$ cat src/rtl/hwba_pkg.sv
`default_nettype none

package hwba_pkg;

  // Region geometry.
  localparam int REGION_WORDS = 4096;
  localparam int ADDR_W       = $clog2(REGION_WORDS);

  // Field widths of the request and the response.
  localparam int SIZE_W = 13;
  localparam int OFF_W  = 12;

  // Width of the walk pointer: it must hold an offset plus one stored size.
  localparam int WALK_W = ((ADDR_W > SIZE_W) ? ADDR_W : SIZE_W) + 1;

  // Header word: valid, in use, size.
  typedef struct packed {
    logic              valid;
    logic              used;
    logic [SIZE_W-1:0] size;
  } hdr_t;

  localparam int HDR_W = $bits(hdr_t);

  // Request kinds.
  typedef enum logic [0:0] {
    CMD_ALLOC = 1'b0,
    CMD_FREE  = 1'b1
  } cmd_t;

  // Controller states.
  typedef enum logic [2:0] {
    ST_CLEAR,
    ST_IDLE,
    ST_READ,
    ST_EVAL,
    ST_DONE
  } state_t;

  // Header store access from the controller.
  typedef struct packed {
    logic              wr_en;
    logic [ADDR_W-1:0] wr_addr;
    hdr_t              wr_data;
    logic              rd_en;
    logic [ADDR_W-1:0] rd_addr;
  } mem_req_t;

  // One response.
  typedef struct packed {
    logic             fail;
    logic [OFF_W-1:0] offset;
  } res_t;

endpackage

`default_nettype wire

$ cat src/rtl/hwba_ctrl.sv
`default_nettype none

module hwba_ctrl
  import hwba_pkg::*;
(
  input  wire logic              clk,
  input  wire logic              rst,
  input  wire logic              in_valid,
  output logic                   in_ready,
  input  wire logic              in_cmd,
  input  wire logic [SIZE_W-1:0] in_req_size,
  input  wire logic [OFF_W-1:0]  in_block_offset,
  output mem_req_t               mem_req,
  input  wire hdr_t              mem_rd_data,
  output logic                   res_valid,
  input  wire logic              res_ready,
  output res_t                   res
);

  state_t              state;
  state_t              state_next;
  logic [ADDR_W-1:0]   clr_cnt;
  logic [WALK_W-1:0]   pos;
  cmd_t                cmd_r;
  logic [SIZE_W-1:0]   req_r;
  logic [OFF_W-1:0]    off_r;
  logic                res_fail;
  logic [OFF_W-1:0]    res_off;

  logic                accept;
  logic                early_fail;
  logic                clr_last;
  logic [ADDR_W-1:0]   cur_addr;
  logic [WALK_W-1:0]   next_pos;
  logic [WALK_W:0]     new_end;
  logic                ev_done;
  logic                ev_fail;
  logic                ev_write;
  hdr_t                ev_hdr;
  logic                walk_on;

  assign accept   = in_valid && in_ready;
  assign clr_last = (clr_cnt == ADDR_W'(REGION_WORDS - 1));
  assign cur_addr = (cmd_r == CMD_FREE) ? ADDR_W'(off_r) : pos[ADDR_W-1:0];
  assign next_pos = pos + WALK_W'(mem_rd_data.size);
  assign new_end  = (WALK_W + 1)'(pos) + (WALK_W + 1)'(req_r);

  // A zero-size allocate or a free outside the region fails without touching the store.
  always_comb begin
    if (cmd_t'(in_cmd) == CMD_ALLOC) begin
      early_fail = (in_req_size == '0);
    end else begin
      early_fail = ((WALK_W + 1)'(in_block_offset) >= (WALK_W + 1)'(REGION_WORDS));
    end
  end

  // Decision on the header just read.
  always_comb begin
    ev_done  = 1'b0;
    ev_fail  = 1'b0;
    ev_write = 1'b0;
    walk_on  = 1'b0;
    ev_hdr   = '{valid: 1'b1, used: 1'b1, size: req_r};
    if (cmd_r == CMD_FREE) begin
      ev_done  = 1'b1;
      ev_fail  = !mem_rd_data.valid;
      ev_write = mem_rd_data.valid;
      ev_hdr   = '{valid: 1'b1, used: 1'b0, size: mem_rd_data.size};
    end else if (!mem_rd_data.valid) begin
      // End of the list: place a new block if it fits in the region.
      ev_done  = 1'b1;
      ev_fail  = (new_end > (WALK_W + 1)'(REGION_WORDS));
      ev_write = !ev_fail;
    end else if ((mem_rd_data.size != '0) && (mem_rd_data.size >= req_r)
                 && !mem_rd_data.used) begin
      // First fit: reuse this free block.
      ev_done  = 1'b1;
      ev_write = 1'b1;
    end else if ((mem_rd_data.size == '0)
                 || (next_pos >= WALK_W'(REGION_WORDS))) begin
      ev_done = 1'b1;
      ev_fail = 1'b1;
    end else begin
      walk_on = 1'b1;
    end
  end

  // Next state.
  always_comb begin
    state_next = state;
    case (state)
      ST_CLEAR: begin
        if (clr_last) begin
          state_next = ST_IDLE;
        end
      end
      ST_IDLE: begin
        if (accept) begin
          state_next = early_fail ? ST_DONE : ST_READ;
        end
      end
      ST_READ: begin
        state_next = ST_EVAL;
      end
      ST_EVAL: begin
        if (ev_done) begin
          state_next = ST_DONE;
        end
      end
      ST_DONE: begin
        if (res_ready) begin
          state_next = ST_IDLE;
        end
      end
      default: begin
        state_next = ST_CLEAR;
      end
    endcase
  end

  // Outputs and store accesses.
  always_comb begin
    in_ready        = 1'b0;
    res_valid       = 1'b0;
    mem_req.wr_en   = 1'b0;
    mem_req.wr_addr = cur_addr;
    mem_req.wr_data = ev_hdr;
    mem_req.rd_en   = 1'b0;
    mem_req.rd_addr = cur_addr;
    case (state)
      ST_CLEAR: begin
        mem_req.wr_en   = 1'b1;
        mem_req.wr_addr = clr_cnt;
        mem_req.wr_data = '0;
      end
      ST_IDLE: begin
        in_ready = 1'b1;
      end
      ST_READ: begin
        mem_req.rd_en = 1'b1;
      end
      ST_EVAL: begin
        mem_req.wr_en   = ev_write;
        // While walking, the next header is fetched straight away.
        mem_req.rd_en   = walk_on;
        mem_req.rd_addr = next_pos[ADDR_W-1:0];
      end
      ST_DONE: begin
        res_valid = 1'b1;
      end
      default: begin
        in_ready = 1'b0;
      end
    endcase
  end

  assign res.fail   = res_fail;
  assign res.offset = res_off;

  // Control state.
  always_ff @(posedge clk) begin
    if (rst) begin
      state   <= ST_CLEAR;
      clr_cnt <= '0;
    end else begin
      state <= state_next;
      if (state == ST_CLEAR) begin
        clr_cnt <= clr_cnt + 1'b1;
      end
    end
  end

  // Request and walk registers.
  always_ff @(posedge clk) begin
    if (accept) begin
      cmd_r    <= cmd_t'(in_cmd);
      req_r    <= in_req_size;
      off_r    <= in_block_offset;
      pos      <= '0;
      res_fail <= 1'b1;
      res_off  <= '0;
    end else if (state == ST_EVAL) begin
      if (walk_on) begin
        pos <= next_pos;
      end
      if (ev_done) begin
        res_fail <= ev_fail;
        res_off  <= (ev_fail || (cmd_r == CMD_FREE)) ? '0 : pos[OFF_W-1:0];
      end
    end
  end

endmodule

`default_nettype wire

$ cat config.mk
export PLATFORM = sky130hd
export DESIGN_NAME = hwba_ctrl
export DESIGN_NICKNAME = d
export VERILOG_FILES = /design/src/rtl/hwba_pkg.sv /design/src/rtl/hwba_ctrl.sv
export SDC_FILE = /design/constraint.sdc
export NUM_CORES = 1
export LEC_CHECK = 0
export ABC_AREA = 1
export BUFFER_PORTS_ARGS = -buffer_cell sky130_fd_sc_hd__clkbuf_2
export CAP_MARGIN = 40
export CORE_MARGIN = 2
export CORE_UTILIZATION = 40
export CTS_BUF_LIST = sky130_fd_sc_hd__clkbuf_2 sky130_fd_sc_hd__clkbuf_4 sky130_fd_sc_hd__clkbuf_8
export DETAILED_ROUTE_END_ITERATION = 7
export PLACE_DENSITY = 0.71
export SLEW_MARGIN = 25
export SYNTH_ARGS = -nofsm -noshare
export SYNTH_HDL_FRONTEND = slang
export SYNTH_SLANG_ARGS = --single-unit
$ cat constraint.sdc
create_clock -name clk -period 2.1 [get_ports clk]
set_input_delay 0.105 -clock clk [delete_from_list [all_inputs] [get_ports clk]]
set_output_delay 0.105 -clock clk [all_outputs]
set_load 0.01 [all_outputs]
==> results by group <==
Status
  • Run status: finished with violations
  • Failing checks: negative setup slack

Setup path
  • Crit path top cell by count: nand2_1
  • Critical Path Fanout Max: 3
  • Critical Path End Type: output pin
  • CP arrival: 2.68 ns
  • CP cell instances: ha_4 > fa_2 > nand2_1 > nand3_1 > nand3_2 > nand2_1 > nand2_1 > nand2_1 > nor2_1 > nand3_1 > nor2_1 > nand2_1 > nand2_2 > nand3_2 > nand3_2 > buf_6
  • Setup crit start kind: flip-flop
  • R2r worst-path depth: 18
  • Critical path class: flip-flop to output pin
  • Reg2reg end: res_off[5]
  • Worst endpoint required time: about 2.0 ns
  • Critical path's slowest cell: edfxtp_1
  • Reg2reg setup slack: -0.56 ns
  • Max incr delay on CP: around 0.44 ns
  • Worst r2r src: req_r[0]

Floorplan
  • Core Area: ~13000 sq um
  • Die area: ~14000 sq um
  • I/O pin count: between 100 and 150
  • Die width: roughly 120 um
  • Initial Util: 41.37%
  • Cell Rows: 41
  • Die Y: between 100 and 150 um

CTS
  • Root Driver: clkbuf_8
  • Worst-path clk slew: 0.09 ns
  • Clock Latency Late Sink: ~0.38 ns
  • CTS Buffer Depth: 2
  • CTS HTree Levels: 3
  • CTS buffer count: 9
  • Clock sink count: around 70
  • CTS tree: built

Timing
  • Post-layout min period: about 2.8 ns
  • RSZ-0062 raised after global routing: yes
  • Worst slew pin tran: between 0.5 and 0.6 ns
  • Hold WS: about 0.0075 ns
  • Max_slew headroom: approximately 66%
  • Final setup viols: 38
  • Final period util: 132.8%
  • Max-slew violation count: 0
  • Final hold vios: 0
  • Top achievable clock speed: 358.5 MHz
  • PnR worst setup slack: -0.6896 ns
  • Final Skew: about 0.016 ns

Layout
  • Leading cell types in the layout, fill and taps excluded: nand2_1, inv_1, buf_4
  • Area delta synth->final: 50.30%
  • Antenna cells: 0
  • Final instance area: between 7000 and 8000 sq um
  • Most common cell after layout, fill and taps aside: nand2_1
  • Nets: 1086
  • Share of layout cells above drive strength 1: between 30% and 40%

Global route
  • Number of antenna violations at the first check in global routing: 0
  • Global route total overflow: 0
  • GRT Overall Usage: between 20 and 25%
  • Vias in the first global route: ~5700
  • Largest net degree at the start of global routing: 37
  • First-pass GRT wire length: ~27 mm

Route
  • Post-DRT Antenna Nets: 0
  • Via density: ~5.1
  • Detailed Route WL: approximately 18 mm
  • TritonRoute pass-1 iters: 5
  • Met3 WL: approximately 1.1 mm
  • Wire per inst: approximately 15 um
  • DRC: 0
  • Post-Route M1 WL: 7.730 mm
  • Max Used Layer: met4
  • Initial drt markers: between 300 and 400
  • DR WL met2: about 8.5 mm
  • Detailed-route via count: approximately 6000

Logic synthesis
  • Synth warnings: 0
  • Sequential element share of the synthesized area: a little under a third
  • Syn Nets: 851
  • Seq cells post-synth: just under 70
  • Async set or reset register ratio after synthesis: 0%
  • Post-Syn Area: roughly 5300 sq um
  • Synth Flop Type: dfxtp_1
  • Post-Synthesis Cells: 764
  • Cell variety after synth: between 40 and 50
  • Post-synth EDFFs: 26
  • Syn Area/Cell: roughly 7 sq um

Hold path
  • Hold Startpoint: res_ready
  • Hold WC Path Type: input port to flip-flop
  • Hold Path Stages: 4
  • Hold path endpoint: state[2]

Power
  • Overall Power: about 3.2 mW
  • Power Dens Cells: between 400 and 500 nW/um^2
  • Max IR drop VDD: about 450 uV
  • Leak: about 3.9 nW

Place
  • Dpl hpwl: 12.69 mm
  • Buffers on Ports: 100
  • Routability Congestion: 0.9893
  • DP Area: 6573 sq um

Flow run
  • Max Cap Violations: 0
-- worst max path at each step --
stage	start	to	slack, ns	cells after the start
finish	req_r[0]	mem_req[40]	-0.69	16
global route	req_r[0]	mem_req[40]	-0.84	16
detailed placement	req_r[12]	pos[0]	-0.26	13
CTS	req_r[0]	mem_req[40]	-0.61	16
global placement	req_r[12]	mem_req[12]	-0.28	13
floorplan	req_r[0]	res_off[1]	-0.006	16
-- sequential cells by signal (all words and copies together) (netlist names) --
register	cells
res_fail	1
res_off	12
req_r	13
cmd_r	1
off_r	12
pos	14
clr_cnt	12
state	3
-- logic make-up after synthesis --
logic type / Yosys count / synth area share (%)
and+or+nand+nor: 367 / 30.90
DFF: 68 / 30.81
AOI/OAI and AO/OA: 134 / 15.05
buffers and inverters: 142 / 11.15
adders and majority gates: 42 / 10.27
xor gates and xnor gates: 11 / 1.830
-- cell usage after synthesis (4+ instances only) --
library cell,instances,area (sq um)
a21oi_2,19,166.4
o21ai_2,5,43.79
nand3_2,5,50.05
a21oi_1,43,215.2
dfxtp_1,42,840.8
nand4_1,23,143.9
xnor2_1,4,35.03
inv_1,117,439.2
clkbuf_1,11,41.29
nor3_1,7,35.03
xor2_1,7,61.31
nor2_1,53,198.9
nand2_1,212,795.8
buf_6,4,45.04
o21ai_0,56,280.3
nor4_1,4,25.02
edfxtp_1,26,780.8
nand2_2,17,106.4
ha_1,40,500.5
nand3_1,33,165.2
-- area by class of cell --
type,instances,area [sq um]
fill,1134,4811
multi-input combinational,554,3608
timing repair buffer,245,1763
sequential,68,1645
inverter,121,460.4
tap,172,215.2
clock buffer,10,131.4
clock inverter,6,87.58
-- repair_timing --
action                                  in CTS  in global routing
hold buffers                                27                  0
gates resized for setup                     72                 70
buffers inserted                            16                 15
endpoints found under the setup margin      42                 59
pin swaps                                   26                 28
cloned                                       0                  2
hold endpoints to repair                    27                  0
-- metrics by stage --
stage | utilization, % | setup TNS, ns | setup WS [ns] | instances
6_report | 62.19 | -13.69 | -0.6896 | 1176
5_1_grt | 62.19 | -18.87 | -0.8356 | 1176
4_1_cts | 59.26 | -9.793 | -0.6061 | 1166
3_5_place_dp | 51.66 | -6.135 | -0.2591 | 1107
3_3_place_gp | 51.66 | -6.954 | -0.2837 | 1107
2_1_floorplan | - | -0.04176 | -0.005598 | 764
-- where the power goes --
part           switching [mW]  internal (mW)  total (mW)  leakage, nW
clock                   0.586          0.685        1.27        0.111
combinational           0.255          0.271       0.526         3.26
sequential            0.00415           1.36        1.37        0.571
total                   0.846           2.32        3.17         3.94
-- metal layers --
layer  vias up  GRT usage [%]
met2       210          40.12
met4         0          13.32
met5         -              0
li1       2956              -
met1      2735          30.41
met3        53          4.778
-- critical path, delay by kind of cell, from the launching register on --
kind                     cells  cell delay (ns)
adder cells (fa/ha/maj)      2             0.59
buffers and inverters        1             0.10
flip-flops                   1             0.44
AND/OR/NAND/NOR             13             1.17
Power figures use the tool's default switching activity.
